## config.mk

```make
export PLATFORM = sky130hd
export DESIGN_NAME = lgs_row_unit
export DESIGN_NICKNAME = d
export VERILOG_FILES = /design/src/sv/lgs_pkg.sv /design/src/sv/lgs_row_unit.sv
export SDC_FILE = /design/constraint.sdc
export NUM_CORES = 1
export LEC_CHECK = 0
export BUFFER_PORTS_ARGS = -buffer_cell sky130_fd_sc_hd__buf_4
export CAP_MARGIN = 20
export CORE_ASPECT_RATIO = 2
export CORE_MARGIN = 8
export CORE_UTILIZATION = 40
export DETAILED_ROUTE_END_ITERATION = 6
export MAX_ROUTING_LAYER = met4
export PLACE_DENSITY = 0.58
export SETUP_SLACK_MARGIN = 0.3
export SYNTH_ARGS = -nofsm -noshare
export SYNTH_HDL_FRONTEND = slang
export SYNTH_SLANG_ARGS = --single-unit
```

## constraint.sdc

```tcl
create_clock -name vclk -period 6.32
set_input_delay 0.632 -clock vclk [all_inputs]
set_output_delay 0.632 -clock vclk [all_outputs]
set_load 0.005 [all_outputs]
```

## src/sv/lgs_pkg.sv

```systemverilog
package lgs_pkg;

  // Grid geometry.
  localparam int MAX_SIZE = 64;
  localparam int ROW_W    = 64;
  localparam int ADDR_W   = 6;
  localparam int SIZE_W   = 7;
  localparam int GEN_W    = 16;
  localparam int MIN_SIZE = 3;

  // Configuration port.
  localparam int CFG_IDX_W  = 2;
  localparam int CFG_DATA_W = 16;

  typedef enum logic [CFG_IDX_W-1:0] {
    CFG_GRID_SIZE   = 2'd0,
    CFG_GENERATIONS = 2'd1
  } cfg_reg_t;

  // Sequencer states.
  typedef enum logic [1:0] {
    ST_LOAD,
    ST_GEN,
    ST_OUT
  } state_t;

endpackage

```

## src/sv/lgs_row_unit.sv

```systemverilog
// Next-generation row from three neighbouring rows, all columns in parallel.
module lgs_row_unit (
  input  logic [lgs_pkg::ROW_W-1:0] row_above,
  input  logic [lgs_pkg::ROW_W-1:0] row_center,
  input  logic [lgs_pkg::ROW_W-1:0] row_below,
  input  logic [lgs_pkg::ROW_W-1:0] inner_mask,
  output logic [lgs_pkg::ROW_W-1:0] row_next
);

  logic [lgs_pkg::ROW_W-1:0] nbr [8];
  logic [lgs_pkg::ROW_W-1:0] s0, s1, s2;
  logic [lgs_pkg::ROW_W-1:0] c0, c1;

  // The eight neighbour words of every cell, aligned to its column.
  always_comb begin
    nbr[0] = row_above << 1;
    nbr[1] = row_above;
    nbr[2] = row_above >> 1;
    nbr[3] = row_center << 1;
    nbr[4] = row_center >> 1;
    nbr[5] = row_below << 1;
    nbr[6] = row_below;
    nbr[7] = row_below >> 1;
  end

  // Bit-sliced 3-bit counter per column; a count of eight wraps to zero.
  always_comb begin
    s0 = '0;
    s1 = '0;
    s2 = '0;
    c0 = '0;
    c1 = '0;
    for (int k = 0; k < 8; k++) begin
      c0 = s0 & nbr[k];
      s0 = s0 ^ nbr[k];
      c1 = s1 & c0;
      s1 = s1 ^ c0;
      s2 = s2 ^ c1;
    end
    // Count of three gives birth, count of two keeps a live cell.
    row_next = ~s2 & s1 & (s0 | row_center) & inner_mask;
  end

endmodule

```

After elaboration in Yosys (flattened, before gate mapping)
Index checks and enable logic that the tools add are counted.

cells by class
  add/subtract/negate cells = 0
  multipliers = 0
  reduce and logical (&&, ||, !) cells = 0
  shifts and indexed selects = 0
  order comparisons = 0
  divide/modulo/power cells = 0
  equality and inequality tests = 0
  bitwise operators = 36
  multiplexer cells = 0

operator list
  kind              number
  $xor A64 B64 Y64  15
  $and A64 B64 Y64  13
  $and A64 B63 Y64  3
  $xor A64 B63 Y64  3
  $not A64 Y64      1
  $or A64 B64 Y64   1

word-level totals
  bits in read-only memories = 0
  output and inout bits = 64
  bits of input ports = 256
  register bits = 0
  bits in latches = 0
  bits in writable memories = 0
  word-level logic and storage cells = 36
  memories kept = 0

Longest topological paths before layout
Gate-level depths: netlist of the first run.

  depth in word-level cells = 13
  gate-level depth with buffers = 10
  depth with buffers taken out = 10

Least setup slack after synthesis of the first run
No wires, ideal clock.

  kind = input-to-output
  start = in row_above[53] (netlist name)
  end = out row_next[54] (netlist name)
  data arrival time = 3.345 ns
  required time = 5.688 ns
  setup slack = 2.343 ns
  stages = 10
  cells stage by stage = fa_1 -> ha_1 -> fa_1 -> ha_1 -> ha_1 -> ha_1 -> ha_1 -> xnor3_1 -> xnor2_1 -> nor2_1

on the way
  cells in the longest elaborated chain, start to end = 13
  elaborated cells between the ends (all ways) = 36

RTL lines
  item                                                    line                                    RTL
  from (decl)                                             lgs_row_unit.sv:3                       input logic [lgs_pkg::ROW_W-1:0] row_above,
  $xor A64 B64 Y64                                        lgs_row_unit.sv:35                      s0 = s0 ^ nbr[k];
  $and A64 B63 Y64 or $xor A64 B63 Y64 (tied branches)    lgs_row_unit.sv:34, lgs_row_unit.sv:35
  $xor A64 B64 Y64 (tied with other cells)                lgs_row_unit.sv:37                      s1 = s1 ^ c0;
  $and A64 B64 Y64 (tied with other cells)                lgs_row_unit.sv:36                      c1 = s1 & c0;
  $xor A64 B64 Y64 (tied with other cells) (3 in series)  lgs_row_unit.sv:38                      s2 = s2 ^ c1;
  $xor A64 B64 Y64 or $and A64 B64 Y64 (tied branches)    lgs_row_unit.sv:38, lgs_row_unit.sv:36
  $xor A64 B64 Y64                                        lgs_row_unit.sv:38
  $not A64 Y64                                            lgs_row_unit.sv:41                      row_next = ~s2 & s1 & (s0 | row_center) & inner_mask;
  $and A64 B64 Y64                                        lgs_row_unit.sv:41
  $and A64 B64 Y64 * (2 in series)                        lgs_row_unit.sv:41
  to (decl)                                               lgs_row_unit.sv:7                       output logic [lgs_pkg::ROW_W-1:0] row_next

Mark *: on every way between the ends. The rest lies on a longest branch, timed or not.

Worst setup path in the final report of the first run
  start = in row_above[57] (netlist name)
  end = out row_next[58] (netlist name)

The elaborated chain is that of the path after synthesis.

==> flow_metrics.py, run 1 <==
metrics = {
    "sta": {
        "min_period_ns": 4.421,
        "hold_slack_ns": 1.608,
        "setup_ws_ns": 1.899,
        "finalSetupViolations": 0,
        "finalCritPeriodShare_pct": 69.95,
        "slew_headroom_pct": 80.23,
        "rsz0062_at_grt": "no",
        "setup_tns_ns": 0,
        "slew_violations": 0,
        "hold_viol_final": 0,
        "fmax_ghz": 0.2262,
        "tightestPinTransition_ns": 0.2955,
    },
    "logic_synthesis": {
        "yosysUniqueCellTypes": 9,
        "synth_fa_ha_area_share_pct": 75.18,
        "synthSimpleGateAreaFrac_pct": 1.611,
        "synthTopCellsByCount": "ha_1 (691), fa_1 (128), nor2_1 (64), o211ai_1 (64), xnor2_1 (63)",
        "synth.top_cell.area_share_pct": 57.99,
        "synth.most_common_cell": "ha_1",
        "synth_seq_area_share_pct": 0,
        "syn_avg_cell_area_um2": 13.09,
        "synthXorXnorAreaFrac_pct": 19.89,
        "synth_area_um2": 14910,
        "synth.mux.area_fraction_pct": 0,
        "synth_area_leaders": "ha_1 (58%), fa_1 (17%), xnor3_1 (9.4%)",
        "yosys.area.top_type": "ha_1",
        "synth_top_family_by_area": "adder cells",
        "synth_nets": 2214,
        "synth_compound_area_share_pct": 3.223,
        "synthCells": 1139,
        "yosysWarnings": 0,
    },
    "power": {
        "p_sw_mw": 1.470,
        "p_seq_share_pct": 0,
        "leakagePower_nw": 9.713,
        "power_density_nw_per_um2": 181.7,
        "p_int_mw": 1.781,
        "clockPowerShare_pct": 0,
        "swShare_pct": 45.22,
        "ir_drop_v": 0.0001146,
        "combPwrFrac_pct": 100.0,
    },
    "final_layout": {
        "finalNetCount": 2536,
        "fin_cells": 1921,
        "area_delta_synth_final_pct": 20.02,
        "design_area_um2": 17890,
        "nFillCells": 3459,
        "seq_cell_count": 0,
        "drive_above_1_share_pct": 26.18,
        "seq_area_um2": 0,
        "nClkBuffers": 0,
    },
    "grt": {
        "grt_max_degree": 7,
        "grt_pass1_wl_um": 57070,
        "grt_pass1_vias": 11490,
        "global_route.overflow_total": 0,
        "antenna_found_initial": 3,
        "grt_use_total_pct": 16.64,
    },
    "worst_setup_path": {
        "critPathKind": "in -> out",
        "end_kind": "output pin",
        "cp.required_ns": 5.69,
        "path_max_fanout": 6,
        "startpoint_type": "primary input",
        "cp.arrival_ns": 3.79,
    },
    "placed_design": {
        "port_buffers": 320,
        "hpwl_um": 34160,
        "gp_congestion": 0.8060,
        "place_area_um2": 17890,
        "dpl.cell_count": 1918,
        "pre_cts_ws_ns": 1.850,
    },
    "routing": {
        "vias": 9754,
        "ant_nets": 0,
        "viasPerCell": 5.078,
        "routed_wl_um": 35150,
        "wl_per_cell_um": 18.30,
        "drt-initial-drc-count": 79,
        "drc": 0,
        "first_pass_iters": 4,
    },
    "clock_tree": {
        "postCtsSetupBuffers": 0,
        "ctsResizeCount": 0,
        "hold_buffers": 0,
    },
    "floorplanning": {
        "start_util_pct": 40.26,
        "num_io_pins": 320,
        "core_area_um2": 37040,
        "core.rowCount": 100,
        "die_area_um2": 44080,
        "die_h_um": 289.0,
        "die_width_um": 152.5,
    },
    "job": {
        "cap_violations": 0,
    },
    "outcome": {
        "run_status": "completed",
    },
    "min_path": {
        "min_path_type": "in -> out",
    },
}
-- final cells by class --
type                            instances  area, um2  area share (%)
Tap cell                              459      574.3           3.210
Timing Repair Buffer                  320       2402           13.43
Antenna cell                            3      7.507         0.04196
Inverter                                4      15.01         0.08391
Multi-Input combinational cell       1135      14890           83.24
-- metal layers --
layer	wire, um	track usage, %	vias to the layer above
li1	-	-	4752
met1	11540	14.82	4752
met2	21190	35.73	224
met3	1830	3.092	26
met4	595	2.188	0
met5	0	-	-
-- final timing paths --
check	to	depth (start not counted)	slack, ns	startpoint
worst min-delay path	row_next[52]	4	1.61	inner_mask[52]
worst max-delay path	row_next[58]	12	1.90	row_above[57]
-- placed cells by master, fill, tap and decap left out --
| cell type | n |
|---|---|
| ha_1 | 691 |
| buf_4 | 320 |
| fa_1 | 128 |
| o211ai_1 | 64 |
| nor2_1 | 64 |
| xnor2_1 | 63 |
| xor2_2 | 62 |
| xnor3_1 | 62 |
| inv_1 | 4 |
| diode_2 | 3 |
| xor2_1 | 1 |
-- power by group through the flow --
stage          registers (mW)  logic [mW]  clock network, mW
6_report                    0        3.25       0.0000000635
5_1_grt                     0        3.77       0.0000000635
4_1_cts                     0        3.36                  0
3_5_place_dp                0        3.33                  0
3_3_place_gp                0        3.22                  0
2_1_floorplan               0        2.28                  0
-- cell families (layout without fill, tap and decap cells) --
kind of cell	Yosys count	after routing
adders and majority gates	819	819
xor gates and xnor gates	188	188
AOI/OAI and AO/OA	64	64
and+or+nand+nor	64	64
buffers and inverters	4	324
other	0	3
-- stage by stage --
stage	util, %	total power [mW]
after floorplan	-	2.284
after global placement	48.29	3.216
after detailed placement	48.29	3.330
after CTS	48.29	3.360
after global routing	48.31	3.774
final	48.31	3.251
-- critical path, stage by stage --
cell and delay (ns):
buf_4 0.15, fa_1 0.48, ha_1 0.21, fa_1 0.53, ha_1 0.22, ha_1 0.28
ha_1 0.27, ha_1 0.18, xnor3_1 0.36, xnor2_1 0.13, nor2_1 0.18, buf_4 0.15
Power figures use the tool's default switching activity.
==> run 2, diff against run 1 <==
--- a/config.mk
+++ b/config.mk
@@ -12,7 +12,7 @@
 export CORE_UTILIZATION = 40
 export DETAILED_ROUTE_END_ITERATION = 6
 export MAX_ROUTING_LAYER = met4
-export PLACE_DENSITY = 0.58
+export PLACE_DENSITY = 0.6
 export SETUP_SLACK_MARGIN = 0.3
 export SYNTH_ARGS = -nofsm -noshare
 export SYNTH_HDL_FRONTEND = slang
==> constraint.sdc (replaced) <==
create_clock -name vclk -period 3.7
set_input_delay 0.37 -clock vclk [all_inputs]
set_output_delay 0.37 -clock vclk [all_outputs]
set_load 0.005 [all_outputs]
==> run 2 against run 1 <==
Against the previous run: non-clock buffer count rose by 26; via count grew 2.7%; global-route usage about the same; highest routed layer unchanged; wire length is 1.6% higher; combinational power grew 110%; largest cell class unchanged; worst hold slack worse by 0.53 ns; setup slack got worse by 1.8 ns; core utilization up 6.3 points; total power is 110% higher; cell count up 1.2%; cell area increased by 13%; die area is the same.
==> flow_metrics.py, run 2 (synthesized netlist as in run 1, its figures left out) <==
metrics = {
    "worst_setup_path": {
        "cp_num_cells": 13,
        "cp_cell_sequence": "buf_8 > buf_12 > fa_1 > ha_2 > fa_1 > ha_1 > ha_1 > ha_1 > ha_2 > xor2_2 > xnor2_1 > nor2_1 > buf_4",
        "cpLargestDelayFamily": "adder cells",
        "startpoint_type": "primary input",
        "cp.arrival_ns": 3.25,
        "cp.required_ns": 3.33,
        "crit_path_max_incr_delay_ns": 0.50,
        "endpoint": "row_next[16]",
        "cpMaxStageDelayCell": "fa_1",
        "cp_common_cell": "ha_1",
        "end_kind": "output pin",
        "critPathKind": "in -> out",
        "path_max_fanout": 5,
        "crit_buf_inv": 3,
        "startpoint": "row_above[16]",
    },
    "routing": {
        "wl_per_cell_um": 18.37,
        "vias": 10010,
        "drc": 0,
        "ant_nets": 0,
        "viasPerCell": 5.151,
        "first_pass_iters": 4,
        "routed_wl_um": 35710,
        "drt-initial-drc-count": 107,
    },
    "final_layout": {
        "drive_above_1_share_pct": 41.28,
        "layout_common_cells": "ha_1 (490), buf_4 (281), fa_1 (128)",
        "fin_cells": 1944,
        "nClkBuffers": 0,
        "mostFrequentLayoutCell": "ha_1",
        "seq_area_um2": 0,
        "area_delta_synth_final_pct": 35.68,
        "post-route-util_pct": 54.62,
        "antenna_cells": 0,
        "finalNetCount": 2562,
        "seq_cell_count": 0,
    },
    "placed_design": {
        "port_buffers": 320,
        "hpwl_um": 33350,
        "dpl.cell_count": 1933,
        "gp_congestion": 0.8445,
        "pre_cts_ws_ns": -0.1003,
    },
    "grt": {
        "grt_max_degree": 7,
        "grt_use_total_pct": 16.62,
        "global_route.overflow_total": 0,
        "grt_pass1_vias": 11790,
        "antenna_found_initial": 0,
        "grt_pass1_wl_um": 57460,
    },
    "sta": {
        "finalCritPeriodShare_pct": 97.76,
        "setup_ws_ns": 0.08300,
        "hold_viol_final": 0,
        "slew_violations": 0,
        "min_period_ns": 3.617,
        "slew_headroom_pct": 86.83,
        "rsz0062_at_grt": "yes",
        "finalSetupViolations": 0,
        "tightestPinTransition_ns": 0.1968,
        "fmax_ghz": 0.2765,
    },
    "floorplanning": {
        "die_width_um": 152.5,
        "die_h_um": 289.0,
        "core.rowCount": 100,
        "die_area_um2": 44080,
        "core_area_um2": 37040,
        "num_io_pins": 320,
        "start_util_pct": 40.26,
    },
    "power": {
        "p_int_mw": 3.834,
        "p_seq_share_pct": 0,
        "leakagePower_nw": 9.854,
        "p_sw_mw": 2.883,
        "ir_drop_v": 0.0002061,
        "swShare_pct": 42.91,
        "clockPowerShare_pct": 0,
        "combPwrFrac_pct": 100.0,
        "power_density_nw_per_um2": 332.1,
    },
    "min_path": {
        "min_path_type": "in -> out",
    },
    "job": {
        "cap_violations": 0,
    },
    "clock_tree": {
        "hold_buffers": 0,
    },
    "outcome": {
        "run_status": "completed",
    },
}
run 2: changes by cell type in the layout (fill, tap and decap cells not counted), sizes merged:
cell	delta
buf	+26
diode	-3
run 2: how the worst min path moves through the flow:
stage	start	end	slack [ns]	cells past startpoint
5_1_grt	inner_mask[28]	row_next[28]	1.10	4
3_3_place_gp	inner_mask[62]	row_next[62]	1.08	4
6_report	inner_mask[51]	row_next[51]	1.08	4
4_1_cts	inner_mask[62]	row_next[62]	1.09	4
3_5_place_dp	inner_mask[57]	row_next[57]	1.09	4
2_1_floorplan	inner_mask[48]	row_next[48]	0.85	2
run 2: metal layers:
metal / vias to the layer above / global-route usage (%) / share of wire [%]
met4: 0 / 2.287 / 1.1
li1: 4802 / - / -
met5: - / - / 0
met2: 236 / 36.06 / 61
met3: 20 / 2.330 / 4.1
met1: 4956 / 14.92 / 33
run 2: area by class of cell:
cell class / instances / area, um2
fillers: 3136 / 16810
repair buffers: 346 / 3226
well taps: 459 / 574.3
multi-input cells: 1135 / 16410
inverters: 4 / 15.01
run 2: repair_timing:
action / CTS / global route
pin swaps: 265 / 270
endpoints found under the setup margin: 62 / 62
gates cloned: 0 / 0
gates resized for setup: 263 / 107
buffers inserted: 3 / 8
run 2: stage by stage:
step / hold slack (ns) / cell area, um2 / setup TNS (ns) / power, mW
2_1_floorplan: 0.8466 / 14930 / 0 / 3.887
3_3_place_gp: 1.081 / 18050 / -0.06985 / 5.454
3_5_place_dp: 1.087 / 18050 / -0.4006 / 5.651
4_1_cts: 1.089 / 19060 / -0.008424 / 5.993
5_1_grt: 1.096 / 20230 / -0.1680 / 7.712
6_report: 1.083 / 20230 / 0 / 6.717
run 2: tightest hold or removal path, cell delays in order:
cell and delay [ns]:
buf_4 0.11, o211ai_1 0.07, nor2_1 0.04, buf_4 0.12
run 2: power groups by stage:
stage | logic, mW | clock network [mW] | registers [mW]
after floorplan | 3.89 | 0 | 0
final | 6.72 | 0 | 0
after detailed placement | 5.65 | 0 | 0
after global placement | 5.45 | 0 | 0
after CTS | 5.99 | 0 | 0
after global routing | 7.71 | 0 | 0
==> run 3, diff against run 2 <==
--- a/config.mk
+++ b/config.mk
@@ -9,10 +9,10 @@
 export CAP_MARGIN = 20
 export CORE_ASPECT_RATIO = 2
 export CORE_MARGIN = 8
-export CORE_UTILIZATION = 40
+export CORE_UTILIZATION = 53
 export DETAILED_ROUTE_END_ITERATION = 6
 export MAX_ROUTING_LAYER = met4
-export PLACE_DENSITY = 0.6
+export PLACE_DENSITY = 0.77
 export SETUP_SLACK_MARGIN = 0.3
 export SYNTH_ARGS = -nofsm -noshare
 export SYNTH_HDL_FRONTEND = slang
==> run 3 against run 2 <==
Against the previous run: cell count fell by 5.9%; cell area about the same; total power rose by 5.8%; die area down 23%; count of clock-buffer cells in the layout did not move; critical path type unchanged; largest power group unchanged.
==> flow_metrics.py, run 3 (synthesized netlist as in run 1, its figures left out) <==
metrics = {
    "final_layout": {
        "antenna_cells": 0,
        "drive_above_1_share_pct": 42.33,
        "area_delta_synth_final_pct": 35.57,
        "seq_cell_count": 0,
        "nFillCells": 1761,
        "nClkBuffers": 0,
        "fin_cells": 1830,
        "finalNetCount": 2551,
        "layout_common_cells": "ha_1 (471), buf_4 (280), fa_1 (127)",
        "mostFrequentLayoutCell": "ha_1",
        "post-route-util_pct": 72.25,
        "design_area_um2": 20210,
        "seq_area_um2": 0,
    },
    "grt": {
        "antenna_found_initial": 0,
        "grt_pass1_wl_um": 54470,
        "grt_pass1_vias": 11850,
        "grt_max_degree": 7,
        "global_route.overflow_total": 0,
        "grt_use_total_pct": 19.70,
    },
    "sta": {
        "finalSetupViolations": 0,
        "min_period_ns": 3.697,
        "hold_slack_ns": 1.085,
        "hold_viol_final": 0,
        "slew_headroom_pct": 85.40,
        "tightestPinTransition_ns": 0.2182,
        "fmax_ghz": 0.2705,
        "finalCritPeriodShare_pct": 99.91,
        "slew_violations": 0,
        "setup_tns_ns": 0,
        "rsz0062_at_grt": "yes",
    },
    "routing": {
        "viasPerCell": 5.478,
        "first_pass_iters": 4,
        "drt-initial-drc-count": 139,
        "drc": 0,
        "routed_wl_um": 35650,
        "vias": 10030,
        "ant_nets": 0,
        "wl_per_cell_um": 19.48,
    },
    "floorplanning": {
        "num_io_pins": 320,
        "die_area_um2": 34080,
        "core_area_um2": 27980,
        "die_h_um": 253.2,
        "core.rowCount": 87,
        "die_width_um": 134.6,
        "start_util_pct": 53.29,
    },
    "outcome": {
        "run_status": "completed",
    },
    "worst_setup_path": {
        "cp.arrival_ns": 3.33,
        "path_max_fanout": 6,
        "startpoint_type": "primary input",
        "end_kind": "output pin",
        "critPathKind": "in -> out",
        "cp.required_ns": 3.33,
    },
    "power": {
        "power_density_nw_per_um2": 351.5,
        "ir_drop_v": 0.0002686,
        "leakagePower_nw": 9.763,
    },
    "placed_design": {
        "port_buffers": 320,
        "place_area_um2": 17820,
        "dpl.cell_count": 1820,
        "gp_congestion": 0.8391,
        "hpwl_um": 29780,
    },
    "job": {
        "cap_violations": 0,
    },
    "min_path": {
        "min_path_type": "in -> out",
    },
    "clock_tree": {
        "hold_buffers": 0,
    },
}
==> run 3: path summary, 6_finish.rpt <==
check                          start            to  slack [ns]  cells after the start
worst max-delay path   row_above[49]  row_next[48]       0.003                     12
worst min-delay path  inner_mask[49]  row_next[49]        1.08                      4
==> run 3: layout make-up <==
cell class,instances,area (um2),share of cell area [%]
inverters,4,15.01,0.07428
repair buffers,335,3058,15.13
multi-input cells,1135,16690,82.59
well taps,356,445.4,2.204
==> run 3: timing repair <==
action,in CTS,in global routing
setup endpoints to repair,62,62
pin swaps,266,266
resized for setup,178,206
setup buffers,6,4
==> run 3: report_power, final <==
part	switching (mW)	total, mW	internal (mW)
combinational	3.09	7.11	4.02
sequential	0	0	0
clock	0	0	0
==> run 3: critical path: stages <==
cell     delay (ns)
buf_12         0.12
fa_1           0.54
ha_2           0.17
fa_1           0.42
ha_1           0.30
ha_1           0.29
ha_1           0.31
ha_1           0.20
xnor3_1        0.19
xnor2_1        0.14
nor2_1         0.14
buf_4          0.13
==> run 3: per-layer routing <==
metal | vias to the layer above | wire [um] | global-route usage [%]
met5 | - | 0 | -
met2 | 285 | 19150 | 35.75
met3 | 59 | 1897 | 2.861
met1 | 4898 | 13830 | 22.89
met4 | 0 | 784 | 2.678
li1 | 4783 | - | -
==> run 3: metrics by stage <==
| step | power (mW) | setup WS [ns] |
|---|---|---|
| 5_1_grt | 8.009 | -0.07502 |
| 3_3_place_gp | 5.236 | -0.01943 |
| 4_1_cts | 5.976 | 0.005254 |
| 6_report | 7.106 | 0.003277 |
| 2_1_floorplan | 3.887 | 0.4021 |
| 3_5_place_dp | 5.647 | -0.06124 |
